## config.mk

```make
export PLATFORM = sky130hd
export DESIGN_NAME = occupancy_density_monitor
export DESIGN_NICKNAME = d
export VERILOG_FILES = /design/src/rtl/odm_pkg.sv /design/src/rtl/odm_front.sv /design/src/rtl/odm_queue.sv /design/src/rtl/odm_back.sv /design/src/rtl/occupancy_density_monitor.sv
export SDC_FILE = /design/constraint.sdc
export NUM_CORES = 2
export LEC_CHECK = 0
export BUFFER_PORTS_ARGS = -buffer_cell sky130_fd_sc_hd__buf_4
export CAP_MARGIN = 15
export CORE_MARGIN = 10
export CORE_UTILIZATION = 36
export DETAILED_ROUTE_END_ITERATION = 8
export GPL_ROUTABILITY_DRIVEN = 0
export HOLD_SLACK_MARGIN = 0.12
export SLEW_MARGIN = 20
export SYNTH_ARGS = -nofsm -noshare
export SYNTH_HDL_FRONTEND = slang
export SYNTH_HIERARCHICAL = 1
export SYNTH_SLANG_ARGS = --single-unit
```

## constraint.sdc

```tcl
create_clock -name clk -period 8.8 [get_ports clk]
set_input_delay 0.44 -clock clk [delete_from_list [all_inputs] [get_ports clk]]
set_output_delay 0.44 -clock clk [all_outputs]
set_load 0.005 [all_outputs]
```

## src/rtl/odm_pkg.sv

```systemverilog
// Shared constants, register indexes, level codes and the configuration
// bundle for the occupancy density monitor.
// No dependencies.
package odm_pkg;

    // Default widths of the frame fields
    localparam int DEFAULT_COUNT_BITS = 8;
    localparam int DEFAULT_TIME_BITS  = 48;

    // Configuration port
    localparam int CFG_INDEX_BITS = 3;
    localparam int CFG_DATA_BITS  = 17;
    localparam int THRESH_BITS    = 8;

    localparam logic [CFG_INDEX_BITS-1:0] REG_BLOCK_ENABLE     = 3'd0;
    localparam logic [CFG_INDEX_BITS-1:0] REG_SEVERE_ENABLE    = 3'd1;
    localparam logic [CFG_INDEX_BITS-1:0] REG_SEVERE_THRESHOLD = 3'd2;
    localparam logic [CFG_INDEX_BITS-1:0] REG_MEDIUM_ENABLE    = 3'd3;
    localparam logic [CFG_INDEX_BITS-1:0] REG_MEDIUM_THRESHOLD = 3'd4;
    localparam logic [CFG_INDEX_BITS-1:0] REG_NORMAL_ENABLE    = 3'd5;
    localparam logic [CFG_INDEX_BITS-1:0] REG_NORMAL_THRESHOLD = 3'd6;
    localparam logic [CFG_INDEX_BITS-1:0] REG_REPORT_INTERVAL  = 3'd7;

    // Time scaling
    localparam int MS_PER_SEC       = 1000;
    localparam int MS_BITS          = 10;   // bits of MS_PER_SEC
    localparam int INTERVAL_MS_BITS = 27;   // 131071 s * 1000 fits
    localparam logic [INTERVAL_MS_BITS-1:0] INTERVAL_RESET_MS = 27'd60000;

    // Accumulator and result widths
    localparam int OCC_BITS  = 64;
    localparam int STAY_BITS = 32;
    localparam int SEQ_BITS  = 32;
    localparam int ECHO_BITS = 8;
    localparam logic [OCC_BITS-1:0]  OCC_MAX  = '1;
    localparam logic [STAY_BITS-1:0] STAY_MAX = '1;

    // Density level codes
    localparam int LEVEL_BITS = 2;
    localparam logic [LEVEL_BITS-1:0] LEVEL_NONE   = 2'd0;
    localparam logic [LEVEL_BITS-1:0] LEVEL_NORMAL = 2'd1;
    localparam logic [LEVEL_BITS-1:0] LEVEL_MEDIUM = 2'd2;
    localparam logic [LEVEL_BITS-1:0] LEVEL_SEVERE = 2'd3;

    // Depth of the queue between front and back end
    localparam int QUEUE_DEPTH = 2;

    // Configuration seen by the back end
    typedef struct packed {
        logic                        clear;
        logic [INTERVAL_MS_BITS-1:0] interval_ms;
    } odm_cfg_t;

endpackage

```

## src/rtl/odm_front.sv

```systemverilog
// Front end: configuration registers, frame transfer and density grading.
// Depends on odm_pkg.
module odm_front #(
    parameter int COUNT_BITS = odm_pkg::DEFAULT_COUNT_BITS,
    parameter int TIME_BITS  = odm_pkg::DEFAULT_TIME_BITS,
    localparam int ITEM_BITS = 1 + odm_pkg::LEVEL_BITS + COUNT_BITS + TIME_BITS
) (
    input  logic                               clk,
    input  logic                               rst_n,
    input  logic                               cfg_write,
    input  logic [odm_pkg::CFG_INDEX_BITS-1:0] cfg_index,
    input  logic [odm_pkg::CFG_DATA_BITS-1:0]  cfg_data,
    input  logic                               in_valid,
    output logic                               in_stall,
    input  logic [TIME_BITS-1:0]               now_ms,
    input  logic [COUNT_BITS-1:0]              people_count,
    output odm_pkg::odm_cfg_t                  cfg,
    output logic                               push,
    output logic [ITEM_BITS-1:0]               push_data,
    input  logic                               q_full
);
    import odm_pkg::*;

    localparam int CW = (COUNT_BITS > THRESH_BITS) ? COUNT_BITS : THRESH_BITS;

    logic                        block_enable_reg;
    logic                        severe_enable_reg;
    logic [THRESH_BITS-1:0]      severe_threshold_reg;
    logic                        medium_enable_reg;
    logic [THRESH_BITS-1:0]      medium_threshold_reg;
    logic                        normal_enable_reg;
    logic [THRESH_BITS-1:0]      normal_threshold_reg;
    logic [INTERVAL_MS_BITS-1:0] interval_ms_reg;
    logic [LEVEL_BITS-1:0]       level;
    logic [CW-1:0]               count_x;

    // Configuration registers; the interval is kept in milliseconds
    always_ff @(posedge clk or negedge rst_n)
    begin
        if (!rst_n)
        begin
            block_enable_reg     <= 1'b0;
            severe_enable_reg    <= 1'b0;
            severe_threshold_reg <= '0;
            medium_enable_reg    <= 1'b0;
            medium_threshold_reg <= '0;
            normal_enable_reg    <= 1'b0;
            normal_threshold_reg <= '0;
            interval_ms_reg      <= INTERVAL_RESET_MS;
        end
        else if (cfg_write)
        begin
            case (cfg_index)
                REG_BLOCK_ENABLE:     block_enable_reg     <= cfg_data[0];
                REG_SEVERE_ENABLE:    severe_enable_reg    <= cfg_data[0];
                REG_SEVERE_THRESHOLD: severe_threshold_reg <= cfg_data[THRESH_BITS-1:0];
                REG_MEDIUM_ENABLE:    medium_enable_reg    <= cfg_data[0];
                REG_MEDIUM_THRESHOLD: medium_threshold_reg <= cfg_data[THRESH_BITS-1:0];
                REG_NORMAL_ENABLE:    normal_enable_reg    <= cfg_data[0];
                REG_NORMAL_THRESHOLD: normal_threshold_reg <= cfg_data[THRESH_BITS-1:0];
                REG_REPORT_INTERVAL:
                begin
                    // a zero interval keeps the old one
                    if (cfg_data != '0)
                    begin
                        interval_ms_reg <= INTERVAL_MS_BITS'(cfg_data)
                                         * INTERVAL_MS_BITS'(MS_PER_SEC);
                    end
                end
                default: ;
            endcase
        end
    end

    // Clear pulse on a write of zero to the enable register
    assign cfg.clear       = cfg_write && (cfg_index == REG_BLOCK_ENABLE) && !cfg_data[0];
    assign cfg.interval_ms = interval_ms_reg;

    // Grading: severe first, then medium, then normal
    assign count_x = CW'(people_count);

    always_comb
    begin
        if (severe_enable_reg && count_x >= CW'(severe_threshold_reg))
            level = LEVEL_SEVERE;
        else if (medium_enable_reg && count_x >= CW'(medium_threshold_reg))
            level = LEVEL_MEDIUM;
        else if (normal_enable_reg && count_x >= CW'(normal_threshold_reg))
            level = LEVEL_NORMAL;
        else
            level = LEVEL_NONE;
    end

    // Frame transfer into the queue
    assign in_stall  = q_full;
    assign push      = in_valid && !q_full;
    assign push_data = {block_enable_reg, level, people_count, now_ms};

endmodule

```

## src/rtl/odm_queue.sv

```systemverilog
// Small FIFO between the front and back end.
// Depends on odm_pkg for the default depth.
module odm_queue #(
    parameter int WIDTH = 8,
    parameter int DEPTH = odm_pkg::QUEUE_DEPTH
) (
    input  logic             clk,
    input  logic             rst_n,
    input  logic             push,
    input  logic [WIDTH-1:0] push_data,
    output logic             full,
    input  logic             pop,
    output logic             valid,
    output logic [WIDTH-1:0] pop_data
);
    localparam int PTR_BITS = (DEPTH > 1) ? $clog2(DEPTH) : 1;
    localparam int CNT_BITS = $clog2(DEPTH + 1);

    logic [WIDTH-1:0]    entry_reg [DEPTH];
    logic [PTR_BITS-1:0] wr_ptr_reg;
    logic [PTR_BITS-1:0] rd_ptr_reg;
    logic [CNT_BITS-1:0] fill_reg;

    assign full     = (fill_reg == CNT_BITS'(DEPTH));
    assign valid    = (fill_reg != '0);
    assign pop_data = entry_reg[rd_ptr_reg];

    // Pointers and fill level
    always_ff @(posedge clk or negedge rst_n)
    begin
        if (!rst_n)
        begin
            wr_ptr_reg <= '0;
            rd_ptr_reg <= '0;
            fill_reg   <= '0;
        end
        else
        begin
            if (push)
                wr_ptr_reg <= (wr_ptr_reg == PTR_BITS'(DEPTH - 1)) ? '0 : wr_ptr_reg + 1'b1;
            if (pop)
                rd_ptr_reg <= (rd_ptr_reg == PTR_BITS'(DEPTH - 1)) ? '0 : rd_ptr_reg + 1'b1;
            if (push && !pop)
                fill_reg <= fill_reg + 1'b1;
            else if (pop && !push)
                fill_reg <= fill_reg - 1'b1;
        end
    end

    // Storage
    always_ff @(posedge clk)
    begin
        if (push)
            entry_reg[wr_ptr_reg] <= push_data;
    end

endmodule

```

## src/rtl/odm_back.sv

```systemverilog
// Back end: occupancy integration, report timing, average-stay divider
// and the output register. Depends on odm_pkg.
module odm_back #(
    parameter int COUNT_BITS = odm_pkg::DEFAULT_COUNT_BITS,
    parameter int TIME_BITS  = odm_pkg::DEFAULT_TIME_BITS,
    localparam int ITEM_BITS = 1 + odm_pkg::LEVEL_BITS + COUNT_BITS + TIME_BITS
) (
    input  logic                           clk,
    input  logic                           rst_n,
    input  odm_pkg::odm_cfg_t              cfg,
    input  logic                           q_valid,
    input  logic [ITEM_BITS-1:0]           q_data,
    output logic                           q_pop,
    output logic                           out_valid,
    input  logic                           out_stall,
    output logic                           active,
    output logic [odm_pkg::LEVEL_BITS-1:0] level,
    output logic                           report_due,
    output logic [odm_pkg::SEQ_BITS-1:0]   report_seq,
    output logic [odm_pkg::ECHO_BITS-1:0]  current_count,
    output logic [odm_pkg::STAY_BITS-1:0]  mean_stay_sec
);
    import odm_pkg::*;

    localparam int PW      = TIME_BITS + COUNT_BITS;
    localparam int XW      = (PW > OCC_BITS) ? PW : OCC_BITS;
    localparam int DVW     = COUNT_BITS + MS_BITS;
    localparam int DCNT_W  = $clog2(OCC_BITS);

    localparam logic [2:0] ST_IDLE = 3'd0;
    localparam logic [2:0] ST_MUL  = 3'd1;
    localparam logic [2:0] ST_SAT  = 3'd2;
    localparam logic [2:0] ST_SUM  = 3'd3;
    localparam logic [2:0] ST_RPT  = 3'd4;
    localparam logic [2:0] ST_DIV  = 3'd5;
    localparam logic [2:0] ST_FIN  = 3'd6;

    // Fields of a queued frame
    logic                  q_en;
    logic [LEVEL_BITS-1:0] q_level;
    logic [COUNT_BITS-1:0] q_count;
    logic [TIME_BITS-1:0]  q_now;

    // Control and running state
    logic [2:0]            state_reg, state_next;
    logic [TIME_BITS-1:0]  last_sample_reg, last_sample_next;
    logic [COUNT_BITS-1:0] last_count_reg, last_count_next;
    logic [COUNT_BITS-1:0] peak_reg, peak_next;
    logic [OCC_BITS-1:0]   occ_reg, occ_next;
    logic [TIME_BITS-1:0]  last_report_reg, last_report_next;
    logic [SEQ_BITS-1:0]   seq_reg, seq_next;
    logic                  out_valid_reg, out_valid_next;

    // Per-frame working registers
    logic [TIME_BITS-1:0]  now_reg, now_next;
    logic [COUNT_BITS-1:0] cnt_reg, cnt_next;
    logic [LEVEL_BITS-1:0] level_reg, level_next;
    logic                  act_reg, act_next;
    logic                  rpt_reg, rpt_next;
    logic [PW-1:0]         mcand_reg, mcand_next;
    logic [COUNT_BITS-1:0] mplier_reg, mplier_next;
    logic [PW-1:0]         prod_reg, prod_next;
    logic [OCC_BITS-1:0]   add_reg, add_next;
    logic [DVW-1:0]        divisor_reg, divisor_next;
    logic [DVW-1:0]        rem_reg, rem_next;
    logic [OCC_BITS-1:0]   quo_reg, quo_next;
    logic [DCNT_W-1:0]     div_cnt_reg, div_cnt_next;

    // Output register
    logic                  out_active_reg, out_active_next;
    logic [LEVEL_BITS-1:0] out_level_reg, out_level_next;
    logic                  out_rpt_reg, out_rpt_next;
    logic [SEQ_BITS-1:0]   out_seq_reg, out_seq_next;
    logic [ECHO_BITS-1:0]  out_count_reg, out_count_next;
    logic [STAY_BITS-1:0]  out_stay_reg, out_stay_next;

    // Datapath helpers
    logic [XW-1:0]         prod_x;
    logic [OCC_BITS:0]     occ_sum;
    logic [DVW:0]          trial;
    logic [TIME_BITS-1:0]  since_report;
    logic [STAY_BITS-1:0]  stay_capped;

    assign {q_en, q_level, q_count, q_now} = q_data;

    assign prod_x       = XW'(prod_reg);
    assign occ_sum      = {1'b0, occ_reg} + {1'b0, add_reg};
    assign trial        = {rem_reg, quo_reg[OCC_BITS-1]};
    assign since_report = now_reg - last_report_reg;
    assign stay_capped  = (quo_reg[OCC_BITS-1:STAY_BITS] != '0) ? STAY_MAX
                                                                : quo_reg[STAY_BITS-1:0];

    // Sequencer
    always_comb
    begin
        state_next       = state_reg;
        last_sample_next = last_sample_reg;
        last_count_next  = last_count_reg;
        peak_next        = peak_reg;
        occ_next         = occ_reg;
        last_report_next = last_report_reg;
        seq_next         = seq_reg;
        now_next         = now_reg;
        cnt_next         = cnt_reg;
        level_next       = level_reg;
        act_next         = act_reg;
        rpt_next         = rpt_reg;
        mcand_next       = mcand_reg;
        mplier_next      = mplier_reg;
        prod_next        = prod_reg;
        add_next         = add_reg;
        divisor_next     = divisor_reg;
        rem_next         = rem_reg;
        quo_next         = quo_reg;
        div_cnt_next     = div_cnt_reg;
        out_active_next  = out_active_reg;
        out_level_next   = out_level_reg;
        out_rpt_next     = out_rpt_reg;
        out_seq_next     = out_seq_reg;
        out_count_next   = out_count_reg;
        out_stay_next    = out_stay_reg;
        q_pop            = 1'b0;

        // result leaves on a completed transfer
        out_valid_next = out_valid_reg && out_stall;

        case (state_reg)
            ST_IDLE:
            begin
                if (q_valid)
                begin
                    q_pop      = 1'b1;
                    now_next   = q_now;
                    cnt_next   = q_count;
                    level_next = q_level;
                    act_next   = q_en;
                    rpt_next   = 1'b0;
                    if (!q_en)
                    begin
                        state_next = ST_FIN;
                    end
                    else if (last_sample_reg == '0)
                    begin
                        // first sample: nothing to integrate
                        last_sample_next = q_now;
                        last_count_next  = q_count;
                        peak_next        = q_count;
                        state_next       = ST_RPT;
                    end
                    else if (q_now < last_sample_reg)
                    begin
                        // time went backwards: restart the stay
                        occ_next         = '0;
                        last_count_next  = q_count;
                        peak_next        = q_count;
                        last_sample_next = q_now;
                        state_next       = ST_RPT;
                    end
                    else
                    begin
                        mcand_next       = PW'(q_now - last_sample_reg);
                        mplier_next      = last_count_reg;
                        prod_next        = '0;
                        if (q_count > peak_reg)
                            peak_next = q_count;
                        last_sample_next = q_now;
                        last_count_next  = q_count;
                        state_next       = ST_MUL;
                    end
                end
            end

            ST_MUL:
            begin
                // shift-add over the bits of the previous count
                if (mplier_reg == '0)
                begin
                    state_next = ST_SAT;
                end
                else
                begin
                    if (mplier_reg[0])
                        prod_next = prod_reg + mcand_reg;
                    mcand_next  = mcand_reg << 1;
                    mplier_next = mplier_reg >> 1;
                end
            end

            ST_SAT:
            begin
                add_next   = (prod_x > XW'(OCC_MAX)) ? OCC_MAX : prod_x[OCC_BITS-1:0];
                state_next = ST_SUM;
            end

            ST_SUM:
            begin
                occ_next   = occ_sum[OCC_BITS] ? OCC_MAX : occ_sum[OCC_BITS-1:0];
                state_next = ST_RPT;
            end

            ST_RPT:
            begin
                state_next = ST_FIN;
                if (last_report_reg == '0)
                begin
                    last_report_next = now_reg;
                end
                else if (!(now_reg < last_report_reg)
                         && !(since_report < TIME_BITS'(cfg.interval_ms)))
                begin
                    last_report_next = now_reg;
                    seq_next         = seq_reg + 1'b1;
                    rpt_next         = 1'b1;
                    // restart the stay after the report
                    occ_next         = '0;
                    last_count_next  = cnt_reg;
                    peak_next        = cnt_reg;
                    if (peak_reg == '0 || occ_reg == '0)
                    begin
                        quo_next = '0;
                    end
                    else
                    begin
                        // occ / peak / 1000 == occ / (peak * 1000)
                        divisor_next = DVW'(peak_reg) * DVW'(MS_PER_SEC);
                        rem_next     = '0;
                        quo_next     = occ_reg;
                        div_cnt_next = '0;
                        state_next   = ST_DIV;
                    end
                end
            end

            ST_DIV:
            begin
                // restoring divider, one quotient bit per cycle
                if (trial >= {1'b0, divisor_reg})
                begin
                    rem_next = DVW'(trial - {1'b0, divisor_reg});
                    quo_next = {quo_reg[OCC_BITS-2:0], 1'b1};
                end
                else
                begin
                    rem_next = trial[DVW-1:0];
                    quo_next = {quo_reg[OCC_BITS-2:0], 1'b0};
                end
                div_cnt_next = div_cnt_reg + 1'b1;
                if (div_cnt_reg == DCNT_W'(OCC_BITS - 1))
                    state_next = ST_FIN;
            end

            ST_FIN:
            begin
                if (!out_valid_reg || !out_stall)
                begin
                    out_valid_next  = 1'b1;
                    out_active_next = act_reg;
                    out_level_next  = act_reg ? level_reg : LEVEL_NONE;
                    out_rpt_next    = rpt_reg;
                    out_seq_next    = rpt_reg ? seq_reg : '0;
                    out_count_next  = rpt_reg ? ECHO_BITS'(cnt_reg) : '0;
                    out_stay_next   = rpt_reg ? stay_capped : '0;
                    state_next      = ST_IDLE;
                end
            end

            default:
            begin
                state_next = ST_IDLE;
            end
        endcase

        // disable clears the running state
        if (cfg.clear)
        begin
            last_sample_next = '0;
            last_count_next  = '0;
            peak_next        = '0;
            occ_next         = '0;
            last_report_next = '0;
            seq_next         = '0;
        end
    end

    // Control and running state
    always_ff @(posedge clk or negedge rst_n)
    begin
        if (!rst_n)
        begin
            state_reg       <= ST_IDLE;
            last_sample_reg <= '0;
            last_count_reg  <= '0;
            peak_reg        <= '0;
            occ_reg         <= '0;
            last_report_reg <= '0;
            seq_reg         <= '0;
            out_valid_reg   <= 1'b0;
        end
        else
        begin
            state_reg       <= state_next;
            last_sample_reg <= last_sample_next;
            last_count_reg  <= last_count_next;
            peak_reg        <= peak_next;
            occ_reg         <= occ_next;
            last_report_reg <= last_report_next;
            seq_reg         <= seq_next;
            out_valid_reg   <= out_valid_next;
        end
    end

    // Working and output payload
    always_ff @(posedge clk)
    begin
        now_reg        <= now_next;
        cnt_reg        <= cnt_next;
        level_reg      <= level_next;
        act_reg        <= act_next;
        rpt_reg        <= rpt_next;
        mcand_reg      <= mcand_next;
        mplier_reg     <= mplier_next;
        prod_reg       <= prod_next;
        add_reg        <= add_next;
        divisor_reg    <= divisor_next;
        rem_reg        <= rem_next;
        quo_reg        <= quo_next;
        div_cnt_reg    <= div_cnt_next;
        out_active_reg <= out_active_next;
        out_level_reg  <= out_level_next;
        out_rpt_reg    <= out_rpt_next;
        out_seq_reg    <= out_seq_next;
        out_count_reg  <= out_count_next;
        out_stay_reg   <= out_stay_next;
    end

    assign out_valid     = out_valid_reg;
    assign active        = out_active_reg;
    assign level         = out_level_reg;
    assign report_due    = out_rpt_reg;
    assign report_seq    = out_seq_reg;
    assign current_count = out_count_reg;
    assign mean_stay_sec = out_stay_reg;

endmodule

```

## src/rtl/occupancy_density_monitor.sv

```systemverilog
// Top level of the occupancy density monitor.
// Depends on odm_pkg, odm_front, odm_queue and odm_back.
//
// Each transfer on the input channel is one frame (timestamp in ms and a
// head count) and gives exactly one result transfer: the density level and,
// on report frames, a sequence number, the echoed count and the average
// stay in seconds. The front end grades a frame in the cycle it is taken and
// drops it into a two-entry queue; the back end works one frame at a time.
// The back end's shift-add multiplier takes one step per significant bit of
// the previous count, and a report frame also runs the divider that forms
// the average stay, one quotient bit per cycle. The output register lets
// the back end finish the next frame while a result waits. Configuration is
// written through cfg_write, cfg_index and cfg_data; the user must write it
// only while no frame is in flight, and the block does not enforce this.
module occupancy_density_monitor #(
    parameter int COUNT_BITS = odm_pkg::DEFAULT_COUNT_BITS,
    parameter int TIME_BITS  = odm_pkg::DEFAULT_TIME_BITS
) (
    input  logic                               clk,
    input  logic                               rst_n,
    input  logic                               cfg_write,
    input  logic [odm_pkg::CFG_INDEX_BITS-1:0] cfg_index,
    input  logic [odm_pkg::CFG_DATA_BITS-1:0]  cfg_data,
    input  logic                               in_valid,
    output logic                               in_stall,
    input  logic [TIME_BITS-1:0]               now_ms,
    input  logic [COUNT_BITS-1:0]              people_count,
    output logic                               out_valid,
    input  logic                               out_stall,
    output logic                               active,
    output logic [odm_pkg::LEVEL_BITS-1:0]     level,
    output logic                               report_due,
    output logic [odm_pkg::SEQ_BITS-1:0]       report_seq,
    output logic [odm_pkg::ECHO_BITS-1:0]      current_count,
    output logic [odm_pkg::STAY_BITS-1:0]      mean_stay_sec
);
    import odm_pkg::*;

    localparam int ITEM_BITS = 1 + LEVEL_BITS + COUNT_BITS + TIME_BITS;

    odm_cfg_t             cfg;
    logic                 push;
    logic [ITEM_BITS-1:0] push_data;
    logic                 q_full;
    logic                 q_valid;
    logic                 q_pop;
    logic [ITEM_BITS-1:0] q_data;

    // Configuration, grading and frame transfer
    odm_front #(
        .COUNT_BITS (COUNT_BITS),
        .TIME_BITS  (TIME_BITS)
    ) u_front (
        .clk          (clk),
        .rst_n        (rst_n),
        .cfg_write    (cfg_write),
        .cfg_index    (cfg_index),
        .cfg_data     (cfg_data),
        .in_valid     (in_valid),
        .in_stall     (in_stall),
        .now_ms       (now_ms),
        .people_count (people_count),
        .cfg          (cfg),
        .push         (push),
        .push_data    (push_data),
        .q_full       (q_full)
    );

    // Decoupling queue
    odm_queue #(
        .WIDTH (ITEM_BITS),
        .DEPTH (QUEUE_DEPTH)
    ) u_queue (
        .clk       (clk),
        .rst_n     (rst_n),
        .push      (push),
        .push_data (push_data),
        .full      (q_full),
        .pop       (q_pop),
        .valid     (q_valid),
        .pop_data  (q_data)
    );

    // Integration, reports and result
    odm_back #(
        .COUNT_BITS (COUNT_BITS),
        .TIME_BITS  (TIME_BITS)
    ) u_back (
        .clk           (clk),
        .rst_n         (rst_n),
        .cfg           (cfg),
        .q_valid       (q_valid),
        .q_data        (q_data),
        .q_pop         (q_pop),
        .out_valid     (out_valid),
        .out_stall     (out_stall),
        .active        (active),
        .level         (level),
        .report_due    (report_due),
        .report_seq    (report_seq),
        .current_count (current_count),
        .mean_stay_sec (mean_stay_sec)
    );

endmodule

```

==> results.json <==
{
  "ys_types": 101,
  "crit_required_ps": 9400,
  "max-vdd-ir-drop_uv": 164,
  "remaining_drc_errors": 0,
  "wirelength_um": 130000,
  "synth_xor_xnor_area_share_pct": 3.43,
  "synth_edf_count": 533,
  "slew_headroom_pct": 29.4,
  "synthSimpleGateAreaFrac_pct": 12.1,
  "crit_type": "reg2reg",
  "layout_worst_path_cycle_share_pct": 80.5,
  "worst_pin_slew_ps": 1050,
  "crit_path_top_delay_cell": "o21ai_4",
  "core-area_sq_um": 139000,
  "netSwitchingPower_w": 0.00337,
  "drive_above_1_share_pct": 10.1,
  "grt_use_total_pct": 16.2,
  "setup-violations-final": 0,
  "synth_area_sq_um": 50200,
  "worstHoldPathCells": 3,
  "synth_compound_area_share_pct": 18.1,
  "min_to": "u_front/normal_enable_reg",
  "clock.fmax_mhz": 141,
  "ys_ff_latch": 801,
  "area_growth_pct": 12.9,
  "initial_core_util_pct": 36.1,
  "synth_mux_area_share_pct": 2.44,
  "setup_tns_ps": 0,
  "ys_top_cells_by_area": "edfxtp_1, dfrtp_1, ha_1",
  "p_total_w": 0.0112,
  "io-pin-count": 159,
  "largest_register_ffs": 118,
  "insertion_delay_ps": 700,
  "die-area_sq_um": 155000,
  "swShare_pct": 30.1,
  "diodes": 0,
  "rows": 137,
  "critPathMostFrequentCell": "a21oi_1",
  "power_density_nw_per_um2": 197,
  "synth_fa_ha_area_share_pct": 13.0,
  "async_flop_share_pct": 33.5,
  "fin_nets": 5480,
  "slew_viol_final": 0,
  "cts.htree.levels": 3,
  "overflow": 0,
  "internal_power_w": 0.00782,
  "viasPerCell": 5.36,
  "path_clk_slew_ps": 60,
  "clkPwrFrac_pct": 35.7,
  "synth_top_family_by_area": "compound AO/OA/AOI/OAI gates",
  "die_y_um": 394,
  "rsz0062_at_grt": "false",
  "synth_warnings": 6,
  "cts-root-buf": "clkbuf_16",
  "worstSetupEndpointType": "register",
  "min_from": "cfg_write",
  "ys.flop_type": "edfxtp_1",
  "syn_inst": 4824,
  "cap_viol_max_count": 0,
  "synth_area_per_cell_sq_um": 10.4,
  "post-place-ws_ps": 1920,
  "cp_top_family": "compound AO/OA/AOI/OAI gates",
  "arrival_ps": 7680,
  "worst_setup_path_start_kind": "register",
  "reg2reg_to": "u_back/last_report_reg[27]",
  "leakagePower_nw": 22.6,
  "hold_viol": 0,
  "cts_tree": "done",
  "grt_pass1_vias": 36300,
  "fin_skew_ps": 48.0,
  "reg2reg_depth": 20,
  "antenna_found_initial": 4,
  "routedWlPerCell_um": 18.9,
  "crit_path_max_incr_delay_ps": 900,
  "drt-initial-drc-count": 2934,
  "cp_max_fo": 30,
  "synth_top_area_share_pct": 31.9,
  "status": "finished, final reports clean",
  "critical_path.cell_chain": "ha_1 > nand4_1 > or3_1 > o311a_1 > a21oi_1 > a21oi_1 > xnor2_1 > ha_1 > a21o_1 > a2111oi_0 > o221ai_1 > a211oi_1 > nor4bb_1 > nand4_1 > or4_1 > a2111o_1 > o21ai_4 > buf_4 > nand3_1 > a21oi_1",
  "power_frac_comb_pct": 24.7,
  "pwr-share-seq_pct": 39.7,
  "grt_first_pass_wirelength_um": 205000,
  "postRouteAntennaNets": 0,
  "vias": 36900,
  "io_buffers": 158,
  "worst_slack_ps": 1720,
  "rrSetupSlack_ps": 1720,
  "synth_seq_area_share_pct": 45.2,
  "place_hpwl_um": 96200,
  "yosysTopAreaCell": "edfxtp_1",
  "first_pass_iters": 5,
  "numCtsBuffers": 92,
  "min_path_type": "in2reg",
  "die_x_um": 394,
  "grt_max_degree": 102,
  "cts_buffer_depth": 3,
  "crit_buf_inv": 1,
  "n_fill_cell": 13300,
  "post-route-min-period_ps": 7080,
  "clkSinkCount": 801,
  "r2r-start": "u_back/now_reg[14]"
}
==> Yosys cell counts (all sizes together) (9+ instances only) <==
master	count
a21o	148
dfrtp	261
mux2i	24
clkbuf	154
inv	399
o22ai	17
nand2	357
a41oi	12
and3	46
nand4	64
o21ai	319
nand3	135
fa	85
o21a	80
nor3	66
edfxtp	533
or2	17
nor4	64
buf	104
o311ai	10
xnor2	116
nor2b	38
ha	387
nand2b	42
o211ai	101
o31ai	70
a211o	21
or4	31
nor2	252
a22o	50
a21oi	328
mux2	68
nor3b	9
and4	9
a21boi	17
o32ai	10
and2	65
o2111ai	12
xor2	81
a211oi	38
o21bai	38
a31oi	16
or3	22
==> layout make-up <==
class	count	area, sq um	share of cell area, %
Inverter	401	1510	2.65
Clock buffer	112	2450	4.32
Multi-Input combinational cell	3366	24800	43.7
Clock inverter	62	706	1.24
Tap cell	1876	2350	4.14
Sequential cell	801	22700	40.1
Timing Repair Buffer	265	2190	3.87
==> worst max path at each step <==
stage | start | to | depth (start not counted)
after CTS | u_back/now_reg[14] | u_back/last_report_reg[27] | 20
after floorplan | u_back/now_reg[1] | u_back/quo_reg[0] | 21
after global routing | u_back/now_reg[14] | u_back/last_report_reg[31] | 20
final | u_back/now_reg[14] | u_back/last_report_reg[27] | 20
after detailed placement | u_back/now_reg[14] | u_back/last_report_reg[36] | 20
after global placement | u_back/now_reg[14] | u_back/last_report_reg[31] | 20
==> cell families after synthesis <==
logic type | count (synthesis)
other | 1
xor gates and xnor gates | 197
muxes | 92
DFF | 801
and+or+nand+nor | 1233
buffers and inverters | 659
AOI/OAI and AO/OA | 1369
adders and majority gates | 472
==> per-layer routing <==
layer  vias to the layer above  wire [um]  track usage, %
li1                      17800          -               -
met4                         2       3260            4.71
met3                       190       6640            2.49
met2                       902      58600            25.6
met1                     17900      61600            22.7
met5                         -         13               0
==> power by group through the flow <==
stage / clock, W / combinational [W] / sequential, W
finish: 0.00399 / 0.00276 / 0.00444
global route: 0.00424 / 0.00311 / 0.00446
CTS: 0.00409 / 0.00278 / 0.00444
detailed placement: 0 / 0.00272 / 0.00452
global placement: 0 / 0.00268 / 0.00451
floorplan: 0 / 0.00206 / 0.00449
==> per-stage QoR <==
stage          cell area, sq um  std cells  hold WS (ps)  util [%]
3_3_place_gp              52800       6639           461      38.0
5_1_grt                   56700       6883           146      40.8
3_5_place_dp              52900       6641           462      38.0
6_report                  56700       6883           157      40.8
4_1_cts                   56700       6882           123      40.8
2_1_floorplan             50300       4826           144         -
==> placed cells by master, fill, tap and decap left out, types with 20 or more instances in the layout <==
master,synthesis,final
a211o_1,21,21
a211oi_1,37,37
a21o_1,148,148
a21oi_1,319,318
a22o_1,50,50
and2_1,62,59
and3_1,46,46
buf_4,62,194
clkbuf_16,0,94
clkinv_2,0,20
dfrtp_1,261,260
dlygate4sd3_1,0,67
edfxtp_1,533,533
fa_1,85,85
ha_1,387,387
inv_1,399,399
mux2_4,59,59
mux2i_1,24,24
nand2_1,357,355
nand2b_1,42,42
nand3_1,135,135
nand4_1,64,64
nor2_1,252,246
nor2b_1,38,37
nor3_1,65,64
nor4_1,64,63
o211ai_1,99,99
o21a_1,80,79
o21ai_0,299,298
o21bai_1,38,38
o31ai_1,70,70
or3_1,22,22
or4_1,31,31
xnor2_1,116,116
xor2_1,81,81
==> worst register-to-register path: stages, from the launching register on <==
cell and delay [ps]:
edfxtp_1 440, ha_1 470, nand4_1 180, or3_1 370
o311a_1 370, a21oi_1 280, a21oi_1 130, xnor2_1 250
ha_1 300, a21o_1 190, a2111oi_0 390, o221ai_1 190
a211oi_1 260, nor4bb_1 290, nand4_1 140, or4_1 520
a2111o_1 650, o21ai_4 910, buf_4 400, nand3_1 110
a21oi_1 170
==> timing repair <==
item	CTS	global route
hold buffers	67	0
resized for setup	0	0
buffers inserted	0	0
hold endpoints to repair	230	0
Note: power is estimated with default switching activity, not from simulation.
